==> config.mk <==
export PLATFORM = sky130hd
export DESIGN_NAME = cle_cell
export DESIGN_NICKNAME = d
export VERILOG_FILES = /design/src/hdl/cle_pkg.sv /design/src/hdl/cle_cell.sv
export SDC_FILE = /design/constraint.sdc
export NUM_CORES = 1
export LEC_CHECK = 0
export BUFFER_PORTS_ARGS = -buffer_cell sky130_fd_sc_hd__buf_2
export CAP_MARGIN = 20
export CORE_MARGIN = 4
export CORE_UTILIZATION = 44
export DETAILED_ROUTE_END_ITERATION = 10
export GPL_ROUTABILITY_DRIVEN = 1
export PLACE_DENSITY = 0.82
export REMOVE_ABC_BUFFERS = 1
export SLEW_MARGIN = 10
export SYNTH_ARGS = -nofsm -noshare
export SYNTH_HDL_FRONTEND = slang
export SYNTH_SLANG_ARGS = --single-unit
export TNS_END_PERCENT = 1
==> constraint.sdc <==
create_clock -name clk -period 3.04 [get_ports clk]
set_input_delay 0.608 -clock clk [delete_from_list [all_inputs] [get_ports clk]]
set_output_delay 0.608 -clock clk [all_outputs]
set_load 0.02 [all_outputs]
==> src/hdl/cle_pkg.sv <==
`default_nettype none

package cle_pkg;

  localparam int CLE_CAPACITY   = 64;
  localparam int CLE_DATA_WIDTH = 32;

  typedef enum logic [3:0] {
    OP_START       = 4'd0,
    OP_END         = 4'd1,
    OP_ADVANCE     = 4'd2,
    OP_RETREAT     = 4'd3,
    OP_INSERT      = 4'd4,
    OP_INSERT_FRNT = 4'd5,
    OP_ATTACH      = 4'd6,
    OP_ATTACH_BACK = 4'd7,
    OP_REMOVE_CUR  = 4'd8,
    OP_REMOVE_FRNT = 4'd9,
    OP_READ_AT     = 4'd10
  } cle_op_t;

  typedef enum logic [1:0] {
    ST_OK      = 2'd0,
    ST_FULL    = 2'd1,
    ST_NO_ITEM = 2'd2
  } cle_status_t;

  typedef enum logic [1:0] {
    S_IDLE,
    S_EXEC,
    S_GATHER,
    S_REDUCE
  } cle_state_t;

  typedef struct packed {
    logic [3:0]  op;
    logic [31:0] value;
    logic [5:0]  position;
  } cle_in_t;

  typedef struct packed {
    logic [1:0]  status;
    logic [31:0] read_value;
    logic [6:0]  entry_count;
    logic [6:0]  cursor_pos;
    logic        has_current;
  } cle_out_t;

  typedef struct packed {
    logic ins;
    logic rem;
    logic gather;
    logic rd_en;
  } cle_cell_ctl_t;

endpackage

`default_nettype wire

==> src/hdl/cle_cell.sv <==
`default_nettype none

module cle_cell #(
  parameter int DATA_WIDTH = 32,
  parameter int IW         = 6
) (
  input  wire                          clk,
  input  wire cle_pkg::cle_cell_ctl_t  ctl,
  input  wire  [IW-1:0]                cell_idx,
  input  wire  [IW-1:0]                at_idx,
  input  wire  [IW-1:0]                rd_idx,
  input  wire  [DATA_WIDTH-1:0]        word,
  input  wire  [DATA_WIDTH-1:0]        prev_data,
  input  wire  [DATA_WIDTH-1:0]        next_data,
  output logic [DATA_WIDTH-1:0]        data,
  output logic [DATA_WIDTH-1:0]        masked
);
  import cle_pkg::*;

  logic [DATA_WIDTH-1:0] data_r, data_nxt;
  logic [DATA_WIDTH-1:0] masked_r, masked_nxt;

  always_comb begin
    data_nxt = data_r;
    if (ctl.ins) begin
      if (cell_idx > at_idx) begin
        data_nxt = prev_data;
      end else if (cell_idx == at_idx) begin
        data_nxt = word;
      end
    end else if (ctl.rem) begin
      if (cell_idx >= at_idx) begin
        data_nxt = next_data;
      end
    end
  end

  always_comb begin
    masked_nxt = masked_r;
    if (ctl.gather) begin
      masked_nxt = (ctl.rd_en && (cell_idx == rd_idx)) ? data_r : '0;
    end
  end

  always_ff @(posedge clk) begin
    data_r   <= data_nxt;
    masked_r <= masked_nxt;
  end

  assign data   = data_r;
  assign masked = masked_r;

endmodule

`default_nettype wire

==> flow_summary.toml <==
[final_layout]
final_net_count = 527
fill_cells = 540
antenna_cells = 0
area_delta_synth_final_pct = 38.9
postLayoutCellArea_sq_mm = 0.00428
drive_above_1_share = 0.582

[critical_path]
cp_data_required_time_ns = 3.22
path_class = "in2reg"
worst-r2r-setup-slack_ns = 2.23
critPathMaxFanout = 31
reg2reg_to = "masked[1]"
timing.rr.start = "data[1]"
cp.arrival_ns = 2.50
end_kind = "flop"
startpoint_type = "input port"
rr_worst_depth = 1

[synthesis]
ys.flop_type = "edfxtp_1"
synth_commonest_cells = "edfxtp_1, and2_1, or2_2"
syn_inst = 217
yosys.area.top_type = "edfxtp_1"
synth_edf_count = 64
ys_seq_area_frac = 0.623
synth_seq_cells = 64
ys.warnings.count = 0
ys_types = 30
synth_most_common_cell = "edfxtp_1"
syn_avg_cell_area_sq_um = 14.2
synthArstFlopShare = 0
yosys.area.top_type_share = 0.623
syn_area_sq_mm = 0.00308
yosys-top-cells-area = "edfxtp_1, o221a_1, and2_1"

[global_route]
overflow = 0
grt_pass1_vias = 2477
grt_pass1_wl_mm = 11.8
grt_start_max_net_pins = 36
track_usage = 0.178
grt_antenna_before_repair = 0

[floorplan]
dieArea_sq_mm = 0.00841
initial_core_util = 0.454
rows = 30
die_h_um = 91.7
die_x_um = 91.7
core_region_area_sq_mm = 0.00679
num_io_pins = 183

[min_path]
min_from = "data[19]"
holdPathEnd = "masked[19]"
min_path_type = "reg2reg"
hold_depth = 1

[pwr]
vdd_drop_max_v = 0.000231
p_sw_uw = 616
pwr-share-seq = 0.491
swShare = 0.273
powerDensity_mw_per_mm2 = 528
p_leak_nw = 1.92
pwr-share-clk = 0.307
p_int_mw = 1.64
p_comb_frac = 0.202

[placed_design]
port_buffers = 182
hpwl_mm = 6.06
place_area_sq_mm = 0.00409
gp_congestion = 0.837

[detailed_routing]
routed_wl_mm = 7.79
wl_per_cell_um = 15.5
drc = 0
initialDrtViolationCount = 42
via_per_inst = 4.86
antenna_left = 0
num_vias = 2445
drtPass1Iterations = 4

[outcome]
status = "complete, no violations"

[clocking]
cts_max_level = 3
clock_sinks = 64
clk_pin_slew_worst_paths_ns = 0.07
cts_buffers = 9
cts_setup_buffers = 0
cts_tree = "done"
clockBufferDepth = 2
hold_buffers = 0
cts_resized = 0
root_buffer = "clkbuf_8"
clkLatencyLatePin_ns = 0.32

[timing]
fin_skew_ns = 0.0134
worst_pin_slew_ns = 0.874
max_freq_mhz = 431
rsz0062_at_grt = "no"
drv_slew = 0
tns_ns = 0
setup_viol = 0
timing.final.crit_period_ns = 2.32
relSlewSlack = 0.418
fin_crit_sh = 0.763
hold_viol = 0

[flow_run]
max_cap_violations = 0
flip-flops by register name, indices dropped and copies added (netlist names):
| register | flops |
|---|---|
| data | 32 |
| masked | 32 |
how the worst max path moves through the flow:
stage	start	end	slack, ns	cells after the start
after floorplan	at_idx[5]	data[31]	-0.002	6
after global placement	cell_idx[5]	data[31]	0.43	6
after detailed placement	cell_idx[3]	data[3]	0.37	6
after CTS	cell_idx[3]	data[3]	0.70	6
after global routing	at_idx[3]	data[3]	0.63	7
final	cell_idx[5]	data[3]	0.72	6
per-stage QoR:
stage | total power, mW | std cells | hold slack (ns) | worst slack [ns] | util
2_1_floorplan | 1.37 | 205 | 0.685 | -0.00207 | -
3_3_place_gp | 1.58 | 487 | 0.527 | 0.429 | 0.603
3_5_place_dp | 1.59 | 487 | 0.534 | 0.367 | 0.603
4_1_cts | 2.29 | 503 | 0.552 | 0.705 | 0.630
5_1_grt | 2.37 | 503 | 0.566 | 0.632 | 0.630
6_report | 2.26 | 503 | 0.548 | 0.721 | 0.630
per-layer routing:
layer  vias up  GRT usage  wire length, um
li1       1198          -                -
met1      1127      0.195             3030
met2       103      0.321             4110
met3        17     0.0427              461
met4         0     0.0866              183
met5         -          0                0
power groups by stage:
stage / sequential (mW) / clock [mW] / combinational, mW
finish: 1.11 / 0.694 / 0.457
detailed placement: 1.13 / 0 / 0.462
global placement: 1.13 / 0 / 0.448
global route: 1.12 / 0.756 / 0.490
CTS: 1.11 / 0.713 / 0.463
floorplan: 1.23 / 0 / 0.137
cells by family after synthesis:
family | share of synthesized area
AND/OR/NAND/NOR | 0.154
buffers and inverters | 0.0341
adder cells (fa/ha/maj) | 0.0244
AO/OA/AOI/OAI | 0.147
XOR/XNOR | 0.0170
flip-flops | 0.623
cells in the final DEF, fill, tap and decap left out, types with 2 or more instances in the layout:
cell / n
a21oi_1: 5
clkinvlp_4: 3
edfxtp_1: 64
xor2_1: 3
clkbuf_1: 2
nand2b_1: 2
o221a_1: 30
inv_1: 9
nor3_1: 2
o21a_1: 2
buf_4: 4
xnor2_1: 3
clkbuf_8: 9
buf_2: 182
ha_1: 6
and2_1: 32
or2_2: 31
nand2_1: 2
cell type report:
type	instances	area, sq um	share of cell area
clock buffers	11	131	0.0307
clock inverters	5	57.6	0.0134
inverters	9	33.8	0.00789
multi-input cells	132	1080	0.252
flip-flops and latches	64	1920	0.449
well taps	96	120	0.0280
repair buffers	186	941	0.220
worst max-delay path, stage by stage:
cell	delay, ns
buf_2	0.11
ha_1	0.32
nand4_2	0.15
o21bai_4	0.23
a31oi_4	0.74
o221a_1	0.34
(Power assumes the default switching activity.)
