`config.mk`:
```
export PLATFORM = sky130hd
export DESIGN_NAME = cle_ctrl
export DESIGN_NICKNAME = d
export VERILOG_FILES = /design/src/hdl/cle_pkg.sv /design/src/hdl/cle_ctrl.sv
export SDC_FILE = /design/constraint.sdc
export NUM_CORES = 1
export LEC_CHECK = 0
export BUFFER_PORTS_ARGS = -buffer_cell sky130_fd_sc_hd__buf_2
export CORE_ASPECT_RATIO = 1.5
export CORE_MARGIN = 2
export CORE_UTILIZATION = 49
export DETAILED_ROUTE_END_ITERATION = 10
export HOLD_SLACK_MARGIN = 0.06
export PLACE_DENSITY = 0.76
export SETUP_SLACK_MARGIN = 0.02
export SYNTH_ARGS = -nofsm -noshare
export SYNTH_HDL_FRONTEND = slang
export SYNTH_SLANG_ARGS = --single-unit
```
`constraint.sdc`:
```
create_clock -name clk -period 3.2 [get_ports clk]
set_input_delay 0.48 -clock clk [delete_from_list [all_inputs] [get_ports clk]]
set_output_delay 0.48 -clock clk [all_outputs]
set_load 0.1 [all_outputs]
```
`src/hdl/cle_pkg.sv`:
```
`default_nettype none

package cle_pkg;

  localparam int CLE_CAPACITY   = 64;
  localparam int CLE_DATA_WIDTH = 32;

  typedef enum logic [3:0] {
    OP_START       = 4'd0,
    OP_END         = 4'd1,
    OP_ADVANCE     = 4'd2,
    OP_RETREAT     = 4'd3,
    OP_INSERT      = 4'd4,
    OP_INSERT_FRNT = 4'd5,
    OP_ATTACH      = 4'd6,
    OP_ATTACH_BACK = 4'd7,
    OP_REMOVE_CUR  = 4'd8,
    OP_REMOVE_FRNT = 4'd9,
    OP_READ_AT     = 4'd10
  } cle_op_t;

  typedef enum logic [1:0] {
    ST_OK      = 2'd0,
    ST_FULL    = 2'd1,
    ST_NO_ITEM = 2'd2
  } cle_status_t;

  typedef enum logic [1:0] {
    S_IDLE,
    S_EXEC,
    S_GATHER,
    S_REDUCE
  } cle_state_t;

  typedef struct packed {
    logic [3:0]  op;
    logic [31:0] value;
    logic [5:0]  position;
  } cle_in_t;

  typedef struct packed {
    logic [1:0]  status;
    logic [31:0] read_value;
    logic [6:0]  entry_count;
    logic [6:0]  cursor_pos;
    logic        has_current;
  } cle_out_t;

  typedef struct packed {
    logic ins;
    logic rem;
    logic gather;
    logic rd_en;
  } cle_cell_ctl_t;

endpackage

`default_nettype wire

```
`src/hdl/cle_ctrl.sv`:
```
`default_nettype none

module cle_ctrl #(
  parameter int CAPACITY   = 64,
  parameter int DATA_WIDTH = 32,
  parameter int IW         = 6,
  parameter int CW         = 7
) (
  input  wire                          clk,
  input  wire                          rst_n,
  input  wire                          start,
  input  wire cle_pkg::cle_in_t        in_item,
  output logic                         busy,
  output cle_pkg::cle_cell_ctl_t       cell_ctl,
  output logic [IW-1:0]                at_idx,
  output logic [IW-1:0]                rd_idx,
  output logic [DATA_WIDTH-1:0]        word,
  output logic [CW-1:0]                count,
  output logic [CW-1:0]                cursor,
  output logic [1:0]                   status,
  output logic                         fin
);
  import cle_pkg::*;

  localparam int MW = (CW > 6) ? CW : 6;

  cle_state_t  state_r, state_nxt;
  cle_in_t     cmd_r, cmd_nxt;
  logic [CW-1:0] count_r, count_nxt;
  logic [CW-1:0] cursor_r, cursor_nxt;
  cle_status_t status_r, status_nxt;
  logic        read_idx_r, read_idx_nxt;
  logic        rd_ok_r, rd_ok_nxt;

  cle_op_t     op;
  logic        cur;
  logic        full;
  logic        accept;
  logic [CW-1:0] at_full;
  logic        do_ins;
  logic        do_rem;
  logic        cur_after;

  assign op        = cle_op_t'(cmd_r.op);
  assign cur       = cursor_r < count_r;
  assign full      = count_r == CW'(CAPACITY);
  assign cur_after = cursor_r < count_r;
  assign busy      = (state_r == S_EXEC) || (state_r == S_GATHER);
  assign accept    = start && !busy;

  always_comb begin
    state_nxt = state_r;
    cmd_nxt   = cmd_r;
    if (accept) begin
      cmd_nxt = in_item;
    end
    unique case (state_r)
      S_IDLE:   state_nxt = start ? S_EXEC : S_IDLE;
      S_EXEC:   state_nxt = S_GATHER;
      S_GATHER: state_nxt = S_REDUCE;
      S_REDUCE: state_nxt = start ? S_EXEC : S_IDLE;
      default:  state_nxt = S_IDLE;
    endcase
  end

  always_comb begin
    count_nxt    = count_r;
    cursor_nxt   = cursor_r;
    status_nxt   = status_r;
    read_idx_nxt = read_idx_r;
    rd_ok_nxt    = rd_ok_r;
    at_full      = '0;
    do_ins       = 1'b0;
    do_rem       = 1'b0;
    if (state_r == S_EXEC) begin
      status_nxt   = ST_OK;
      read_idx_nxt = 1'b0;
      rd_ok_nxt    = 1'b0;
      if ((op == OP_INSERT || op == OP_INSERT_FRNT || op == OP_ATTACH ||
           op == OP_ATTACH_BACK) && full) begin
        status_nxt = ST_FULL;
      end else begin
        unique case (op)
          OP_START: cursor_nxt = '0;
          OP_END:   cursor_nxt = (count_r != '0) ? count_r - CW'(1) : '0;
          OP_ADVANCE: begin
            if (cur) cursor_nxt = cursor_r + CW'(1);
          end
          OP_RETREAT: begin
            if (cursor_r != '0) cursor_nxt = cursor_r - CW'(1);
          end
          OP_INSERT: begin
            at_full    = cur ? cursor_r : '0;
            do_ins     = 1'b1;
            count_nxt  = count_r + CW'(1);
            cursor_nxt = at_full;
          end
          OP_INSERT_FRNT: begin
            at_full    = '0;
            do_ins     = 1'b1;
            count_nxt  = count_r + CW'(1);
            cursor_nxt = '0;
          end
          OP_ATTACH: begin
            at_full    = cur ? cursor_r + CW'(1) : count_r;
            do_ins     = 1'b1;
            count_nxt  = count_r + CW'(1);
            cursor_nxt = at_full;
          end
          OP_ATTACH_BACK: begin
            at_full   = count_r;
            do_ins    = 1'b1;
            count_nxt = count_r + CW'(1);
          end
          OP_REMOVE_CUR: begin
            if (cur) begin
              at_full   = cursor_r;
              do_rem    = 1'b1;
              count_nxt = count_r - CW'(1);
            end else begin
              status_nxt = ST_NO_ITEM;
            end
          end
          OP_REMOVE_FRNT: begin
            if (count_r != '0) begin
              at_full   = '0;
              do_rem    = 1'b1;
              count_nxt = count_r - CW'(1);
              if (cursor_r > count_r - CW'(1)) cursor_nxt = count_r - CW'(1);
            end else begin
              status_nxt = ST_NO_ITEM;
            end
          end
          OP_READ_AT: begin
            read_idx_nxt = 1'b1;
            if (MW'(cmd_r.position) < MW'(count_r)) begin
              rd_ok_nxt = 1'b1;
            end else begin
              status_nxt = ST_NO_ITEM;
            end
          end
          default: ;
        endcase
      end
    end
  end

  always_ff @(posedge clk) begin
    if (!rst_n) begin
      state_r  <= S_IDLE;
      count_r  <= '0;
      cursor_r <= '0;
    end else begin
      state_r  <= state_nxt;
      count_r  <= count_nxt;
      cursor_r <= cursor_nxt;
    end
    cmd_r      <= cmd_nxt;
    status_r   <= status_nxt;
    read_idx_r <= read_idx_nxt;
    rd_ok_r    <= rd_ok_nxt;
  end

  always_comb begin
    cell_ctl.ins    = do_ins;
    cell_ctl.rem    = do_rem;
    cell_ctl.gather = state_r == S_GATHER;
    cell_ctl.rd_en  = read_idx_r ? rd_ok_r : cur_after;
  end

  assign at_idx = at_full[IW-1:0];
  assign rd_idx = read_idx_r ? IW'(cmd_r.position) : cursor_r[IW-1:0];
  assign word   = DATA_WIDTH'(cmd_r.value);
  assign count  = count_r;
  assign cursor = cursor_r;
  assign status = status_r;
  assign fin    = state_r == S_REDUCE;

endmodule

`default_nettype wire

```
==> impl_metrics.py <==
metrics = {
    "logic_synthesis": {
        "synthAdderAreaFrac_pct": 7.815,
        "synth-seq-cells": 62,
        "ys_seq_area_share_pct": 44.29,
        "yosysUniqueCellTypes": 61,
        "syn_inst": 386,
        "yosys.area_share.xor_xnor_pct": 3.875,
        "synthSimpleGateAreaFrac_pct": 14.65,
        "synth_top_family_by_area": "compound AO/OA/AOI/OAI gates",
        "yosysWarningCount": 0,
        "synthArstFlopShare_pct": 0,
        "netlist_area_sq_um": 3842,
        "muxShareOfSynthArea_pct": 1.368,
        "synth_compound_area_share_pct": 16.93,
        "synth_nets": 455,
        "ys.flop_type": "edfxtp_1",
        "synth_edf_count": 46,
        "avgSynthCellArea_sq_um": 9.954,
    },
    "routing": {
        "avgRoutedWirePerCell_microns": 19.16,
        "viasPerCell": 5.736,
        "drtAntennaViolNets": 0,
        "drt_iter0_markers": 232,
        "drc": 0,
        "first_pass_iters": 4,
        "totalWireLength_mm": 11.04,
        "vias": 3304,
    },
    "clocking": {
        "post_cts_buffers": 0,
        "cts_tree": "done",
        "cts_sinks": 62,
        "cts_hold_buf": 0,
        "htree_levels": 3,
        "clkLatencyLatePin_ns": 0.33,
        "clockRootBuffer": "clkbuf_16",
        "max-clock-path-buffers": 2,
        "clk_pin_slew_ns": 0.06,
        "cts_made_buffers": 9,
    },
    "global_routing": {
        "use_met2_pct": 45.90,
        "use_met3_pct": 6.913,
        "grt.total_usage_pct": 26.29,
        "top_usage_layer": "met2",
        "grt_pass1_wl_mm": 17.22,
        "antenna_found_initial": 0,
        "grt_pass1_vias": 3470,
        "grt_max_degree": 44,
        "grt_overflow": 0,
        "grtUsageMet1_pct": 28.34,
    },
    "layout": {
        "drive_above_1_share_pct": 41.35,
        "nets": 538,
        "final_cell_mix": "buf_2, edfxtp_1, nor2_1",
        "final_common_cell": "buf_2",
        "fin_cells": 576,
        "syn2layout_area_growth_pct": 27.55,
        "antennaDiodeCount": 0,
        "fillers": 628,
        "final_area_sq_um": 4901,
    },
    "worst_hold_path": {
        "whs_path_depth": 1,
        "hp-start": "in_item[24]",
        "holdPathEnd": "word[18]",
        "hp-class": "input port to register",
    },
    "sta": {
        "fin_crit_ns": 3.051,
        "rsz0062_at_grt": "yes",
        "fmax_mhz": 327.7,
        "setup_viol": 0,
        "maxSlewViolCount": 0,
        "tightest_slew_ns": 0.9038,
        "final-hold-violation-count": 0,
        "min_period_over_period_pct": 95.35,
        "setup_slack_ns": 0.1487,
        "setup_tns_ns": 0,
        "slew_headroom_pct": 39.74,
        "skew_ns": 0.008247,
    },
    "power_and_ir_drop": {
        "p_leak_nw": 1.989,
        "power-per-cell-area_nw_per_um2": 842.1,
        "p_total_mw": 4.127,
        "irDropWorstVdd_v": 0.0009185,
    },
    "critical_path": {
        "critPathKind": "register to output port",
        "reg2reg_from": "count[1]",
        "critPathArrivalTime_ns": 2.57,
        "r2r_end": "cursor[1]",
        "critPathRequiredTime_ns": 2.72,
        "ff2ff_path_depth": 10,
        "r2r_setup_slack_ns": 0.28,
        "crit_fanout": 11,
        "cp-end-kind": "output port",
        "critPathLaunchType": "register",
    },
    "place": {
        "gp_congestion": 0.9908,
        "pre_cts_slack_ns": 0.3356,
        "port_buffers": 110,
        "dp_hpwl_mm": 8.472,
        "place_area_sq_um": 4598,
        "dpl.cell_count": 560,
    },
    "job": {
        "maxCapViolCount": 0,
    },
    "floorplan": {
        "core-area_sq_um": 7612,
        "die_h_microns": 112.5,
        "rows": 39,
        "ios": 111,
        "dieArea_sq_um": 8581,
        "start_util_pct": 50.48,
        "die-width_microns": 76.31,
    },
    "status": {
        "run_status": "complete, no violations",
    },
}
## cells in the mapped netlist, types with 3 or more instances
library cell	number	share of area, %
nand2_1	25	2.4
and3_1	3	0.49
nand4_1	6	0.98
nor3_1	6	0.78
inv_1	17	1.7
ha_1	24	7.8
o31ai_1	6	1.2
a221oi_1	9	2.1
buf_4	34	6.6
xnor2_1	15	3.4
a21o_1	6	1.2
dfxtp_1	16	8.3
o22ai_1	5	0.81
nor2_1	38	3.7
a211oi_1	9	1.8
a21oi_1	18	2.3
nand2b_1	9	1.5
edfxtp_1	46	36
nand3_1	7	0.91
nor3b_1	3	0.59
clkbuf_1	15	1.5
o21ai_0	14	1.8
buf_2	4	0.52
mux2i_1	3	0.78
## where the power goes
part,switching (mW),internal [mW],total [mW]
registers,0.103,1.05,1.15
clock network,0.358,0.599,0.957
logic,1.58,0.438,2.02
## worst max-delay path, cell delays in order, from the launching register on
cell	delay, ns
dfxtp_4	0.42
inv_1	0.14
ha_4	0.30
nand3b_1	0.10
a21oi_2	0.22
or2_4	0.22
a2111oi_4	0.05
buf_4	0.20
a221oi_2	0.33
nor2_4	0.08
buf_12	0.17
## state kept, by name, summed over array words and instances (netlist names)
name and count:
rd_ok_r 1, read_idx_r 1, state_r 2, word 32, cmd_r 6, status 2
cursor 7, count 7, op 4
## through the flow
stage | utilization [%] | hold slack, ns
after floorplan | - | 0.5638
after global placement | 60.40 | 0.5316
after detailed placement | 60.40 | 0.5322
after CTS | 64.25 | 0.3160
after global routing | 64.38 | 0.3135
final | 64.38 | 0.3212
## cells by family (layout without fill, tap and decap cells)
kind of cell / Yosys count / count (layout)
muxes: 5 / 5
buffers and inverters: 74 / 162
adders and majority gates: 24 / 24
DFF: 62 / 62
AOI/OAI and AO/OA: 91 / 91
and+or+nand+nor: 113 / 113
xor gates and xnor gates: 17 / 17
## layout make-up
cell class	instances	area (sq um)	share of cell area (%)
sequential	62	1739	35.49
inverter	17	66.31	1.353
clock buffer	10	229.0	4.672
timing repair buffer	129	798.3	16.29
multi-input combinational	250	1878	38.32
clock inverter	6	62.56	1.276
tap	102	127.6	2.604
## how the worst max path moves through the flow
stage | cells after the start | slack [ns] | endpoint | from
final | 10 | 0.15 | at_idx[1] | count[2]
after global routing | 10 | 0.02 | at_idx[1] | count[2]
after CTS | 10 | 0.11 | at_idx[0] | count[2]
after detailed placement | 10 | 0.34 | cursor[1] | count[1]
after global placement | 9 | 0.37 | cell_ctl[2] | cursor[3]
after floorplan | 8 | 0.02 | at_idx[1] | cursor[1]
## timing repair
| action | 4_1_cts | 5_1_grt |
|---|---|---|
| setup endpoints to repair | 1 | 3 |
| pin swaps | 0 | 0 |
| resized for setup | 1 | 2 |
## layer usage
metal  share of wire, %  wire length, microns
met5                  0                     0
met4                5.0                   557
met3                8.2                   903
met2                 51                  5579
met1                 36                  3997
No activity file was read; power rests on OpenSTA's default activity.
